`config.mk`:
```
export PLATFORM = sky130hd
export DESIGN_NAME = kea_cfg
export DESIGN_NICKNAME = d
export VERILOG_FILES = /design/src/sv/key_event_autorepeat_macros.svh /design/src/sv/kea_pkg.sv /design/src/sv/kea_cfg.sv
export SDC_FILE = /design/constraint.sdc
export NUM_CORES = 1
export LEC_CHECK = 0
export BUFFER_PORTS_ARGS = -buffer_cell sky130_fd_sc_hd__buf_2
export CAP_MARGIN = 0
export CELL_PAD_IN_SITES_DETAIL_PLACEMENT = 2
export CELL_PAD_IN_SITES_GLOBAL_PLACEMENT = 2
export CORE_MARGIN = 4
export CORE_UTILIZATION = 27
export CTS_CLUSTER_SIZE = 24
export DETAILED_ROUTE_END_ITERATION = 7
export GPL_TIMING_DRIVEN = 1
export PLACE_DENSITY = 0.89
export SLEW_MARGIN = 20
export SYNTH_ARGS = -nofsm -noshare
export SYNTH_HDL_FRONTEND = slang
export SYNTH_SLANG_ARGS = --single-unit
```
`constraint.sdc`:
```
create_clock -name clk_i -period 2.77 [get_ports clk_i]
set_clock_uncertainty 0.2 [all_clocks]
set_input_delay 0.277 -clock clk_i [delete_from_list [all_inputs] [get_ports clk_i]]
set_output_delay 0.277 -clock clk_i [all_outputs]
set_load 0.05 [all_outputs]
```
`src/sv/key_event_autorepeat_macros.svh`:
```
// Assertion helpers for the key event datapath.
`ifndef KEY_EVENT_AUTOREPEAT_MACROS_SVH
`define KEY_EVENT_AUTOREPEAT_MACROS_SVH

// Same-cycle implication, disabled while reset is asserted.
`define KEA_ASSERT_IMPL(lbl, clk, rst_n, ante, cons, msg) \
  lbl: assert property (@(posedge clk) disable iff (!rst_n) (ante) |-> (cons)) \
    else $error(msg);

// Next-cycle implication, disabled while reset is asserted.
`define KEA_ASSERT_NEXT(lbl, clk, rst_n, ante, cons, msg) \
  lbl: assert property (@(posedge clk) disable iff (!rst_n) (ante) |=> (cons)) \
    else $error(msg);

`endif

```
`src/sv/kea_pkg.sv`:
```
package kea_pkg;

  localparam int unsigned KEY_W  = 8;
  localparam int unsigned ID_W   = 16;
  localparam int unsigned TICK_W = 32;
  localparam int unsigned CFG_W  = 16;
  localparam int unsigned OP_W   = 2;
  localparam int unsigned ADDR_W = 3;
  localparam int unsigned DATA_W = 32;

  localparam logic [KEY_W-1:0]  HANGUL_KEY = 8'h15;
  localparam logic [TICK_W-1:0] NEVER      = 32'hFFFF_FFFF;

  localparam logic [CFG_W-1:0] FIRST_DELAY_RST     = 16'd400;
  localparam logic [CFG_W-1:0] REPEAT_INTERVAL_RST = 16'd100;

  // Register index, taken from paddr[2].
  typedef enum logic {
    REG_FIRST_DELAY     = 1'b0,
    REG_REPEAT_INTERVAL = 1'b1
  } reg_idx_e;

  typedef enum logic [OP_W-1:0] {
    OP_REGISTER = 2'd0,
    OP_CLEAR    = 2'd1,
    OP_SAMPLE   = 2'd2
  } op_e;

  typedef enum logic {
    ST_IDLE,
    ST_LOOKUP
  } state_e;

  typedef struct packed {
    logic [OP_W-1:0]   op;
    logic [KEY_W-1:0]  key_code;
    logic [ID_W-1:0]   key_id;
    logic              key_down;
    logic              shift_down;
    logic [TICK_W-1:0] now;
  } item_t;

  typedef struct packed {
    logic [KEY_W-1:0] out_key;
    logic [ID_W-1:0]  out_id;
    logic             out_pressed;
    logic             out_shift;
    logic             last;
  } res_t;

  typedef struct packed {
    logic [ID_W-1:0]   id;
    logic              was_down;
    logic [TICK_W-1:0] deadline;
  } entry_t;

  typedef struct packed {
    logic [CFG_W-1:0] first_delay;
    logic [CFG_W-1:0] repeat_interval;
  } cfg_t;

  typedef struct packed {
    logic accept;
    logic commit;
  } ctrl_cmd_t;

  typedef struct packed {
    logic out_empty;
  } dp_status_t;

endpackage

```
`src/sv/kea_cfg.sv`:
```
module kea_cfg (
  input  logic                          clk_i,
  input  logic                          rst_ni,
  input  logic                          psel,
  input  logic                          penable,
  input  logic                          pwrite,
  input  logic [kea_pkg::ADDR_W-1:0]    paddr,
  input  logic [kea_pkg::DATA_W-1:0]    pwdata,
  output logic [kea_pkg::DATA_W-1:0]    prdata,
  output logic                          pready,
  output kea_pkg::cfg_t                 cfg_o
);
  import kea_pkg::*;

  logic [CFG_W-1:0] first_delay_q;
  logic [CFG_W-1:0] repeat_interval_q;
  logic             wr_en;
  reg_idx_e         sel;

  assign pready = 1'b1;
  assign sel    = reg_idx_e'(paddr[2]);
  assign wr_en  = psel && penable && pwrite && pready;

  always_ff @(posedge clk_i or negedge rst_ni) begin
    if (!rst_ni) begin
      first_delay_q     <= FIRST_DELAY_RST;
      repeat_interval_q <= REPEAT_INTERVAL_RST;
    end else if (wr_en) begin
      case (sel)
        REG_FIRST_DELAY:     first_delay_q     <= pwdata[CFG_W-1:0];
        REG_REPEAT_INTERVAL: repeat_interval_q <= pwdata[CFG_W-1:0];
        default:             first_delay_q     <= first_delay_q;
      endcase
    end
  end

  always_comb begin
    case (sel)
      REG_FIRST_DELAY:     prdata = {{(DATA_W-CFG_W){1'b0}}, first_delay_q};
      REG_REPEAT_INTERVAL: prdata = {{(DATA_W-CFG_W){1'b0}}, repeat_interval_q};
      default:             prdata = '0;
    endcase
  end

  assign cfg_o.first_delay     = first_delay_q;
  assign cfg_o.repeat_interval = repeat_interval_q;

endmodule

```
==> results.json <==
{
  "grt_pass1_vias": 1250,
  "grt_overflow": 0,
  "pin_count": 105,
  "p_leak_nw": 1.05,
  "root_buffer": "clkbuf_8",
  "wire_per_inst_um": 15.8,
  "ir_drop_mv": 0.380,
  "final_common_cell": "buf_2",
  "crit_path_max_fanout": 18,
  "rsz0062_at_grt": "false",
  "remaining_drc_errors": 0,
  "yosys.area.top_type_share": 0.405,
  "hold_path_startpoint": "pwdata[2]",
  "synth_area_leader_cell": "dfrtp_1",
  "fin_nets": 216,
  "fmax_ghz": 0.561,
  "wl_um": 3930,
  "dpl.cell_count": 240,
  "worst_pin_slew_ps": 709,
  "setup-tns-final_ps": 0,
  "synth.distinct_cells": 10,
  "ys_seq_area_frac": 0.504,
  "hp-class": "in -> reg",
  "cts_resized": 0,
  "clock_sinks": 32,
  "dr_total_vias": 1058,
  "dp_hpwl_um": 2920,
  "holdBufCountCts": 1,
  "areaGrowthSynthToFinish_pct": 27.6,
  "netlist_area_sq_um": 1610,
  "cp-end-kind": "output pin",
  "synth_warnings": 0,
  "rr_startpoint": "first_delay_q[6]",
  "fp.dieH_um": 85.1,
  "postCtsSetupBuffers": 0,
  "grt_max_degree": 33,
  "drive_above_1_share": 0.746,
  "finalHoldWorstSlack_ps": 42.0,
  "synth.area.top_cells": "dfrtp_1 (41%), mux2_2 (27%), dfstp_2 (9.8%)",
  "setup_viol": 0,
  "cts_tree": "yes",
  "finalNonFillerCells": 249,
  "maxSlewHeadroom": 0.527,
  "ys_seq_elements": 32,
  "p_per_area_nw_per_um2": 1040,
  "num_antenna_cells": 0,
  "criticalPathCategory": "in -> out",
  "cp.arrival_ps": 1310,
  "place_congestion": 0.680,
  "ant_nets": 0,
  "p_total_mw": 2.12,
  "clkLatencyLatePin_ps": 270,
  "detail_route.vias_per_cell": 4.25,
  "core_area_sq_um": 5640,
  "drt_pre_antenna_iters": 2,
  "final_cell_mix": "buf_2 (69), mux2_2 (38), dfrtp_1 (26)",
  "antenna_found_initial": 0,
  "rows": 27,
  "period_minus_slack_ps": 1780,
  "outcome": "completed",
  "fin_crit_sh": 0.644,
  "post-route-util": 0.363,
  "grt_pass1_wl_um": 6510,
  "drtIter0Drc": 10,
  "cts_buffers": 5,
  "htreeDepth": 2,
  "required_ps": 2290,
  "die-area_sq_um": 7240,
  "port_buffers": 69,
  "track_usage": 0.114,
  "startpoint_type": "input port",
  "drv_cap": 0,
  "slew_violations": 0,
  "die_w_um": 85.1,
  "clock_path_buffers": 2,
  "avgSynthCellArea_sq_um": 15.3,
  "startpoint": "paddr[2]",
  "clkSlewWorstSetupHoldPaths_ps": 70,
  "postSynthCellCount": 105,
  "initial_core_util": 0.285,
  "finalHoldViolations": 0
}
[worst paths after layout]
path | end | slack [ps] | depth (start not counted)
max in group asynchronous | first_delay_q[14] | 1520 | 2
setup / recovery | prdata[7] | 990 | 3
hold reg to reg | repeat_interval_q[8] | 330 | 1
hold / removal | first_delay_q[2] | 40 | 2
min in group asynchronous | first_delay_q[0] | 390 | 2
setup reg to reg | first_delay_q[6] | 1790 | 1
[synthesized netlist by cell type]
master / instances
mux2_4: 10
nand4b_4: 1
buf_6: 3
nand4_4: 1
mux2_2: 38
dfrtp_1: 26
dfstp_2: 6
buf_4: 17
buf_2: 1
conb_1: 2
[per-layer routing]
metal,GRT usage,share of wire,vias to the layer above
met2,0.208,0.55,43
met4,0.0259,0.0053,0
met5,0,0,-
met1,0.132,0.39,537
met3,0.0320,0.056,4
li1,-,-,474
[through the flow]
stage | setup slack, ps | area (sq um)
6_report | 986 | 2050
5_1_grt | 908 | 2050
4_1_cts | 942 | 2050
3_5_place_dp | 850 | 1930
3_3_place_gp | 918 | 1930
2_1_floorplan | 1220 | 1660
[registers in the layout, summed over array words and instances, names as in the netlist]
register,flops
repeat_interval_q,16
first_delay_q,16
[critical path, stage by stage]
cell and delay, ps:
buf_2 410, mux2_2 400, buf_2 210
[final cells by class]
class / instances / area [sq um]
clock buffer: 6 / 72.6
clock inverter: 2 / 35.0
fill: 613 / 3590
multi-input combinational: 67 / 687
sequential: 32 / 808
tap: 72 / 90.1
timing repair buffer: 70 / 355
[where the power goes]
group	leakage (nW)	switching, mW	internal, mW
clock	0.0552	0.165	0.267
sequential	0.375	0.0774	0.586
combinational	0.620	0.768	0.260
[cells by family after synthesis]
| logic type | Yosys count | synth area share |
|---|---|---|
| muxes | 48 | 0.360 |
| DFF | 32 | 0.504 |
| buffers and inverters | 21 | 0.104 |
| and+or+nand+nor | 2 | 0.0281 |
| other | 2 | 0.00468 |
(Power assumes the default switching activity.)
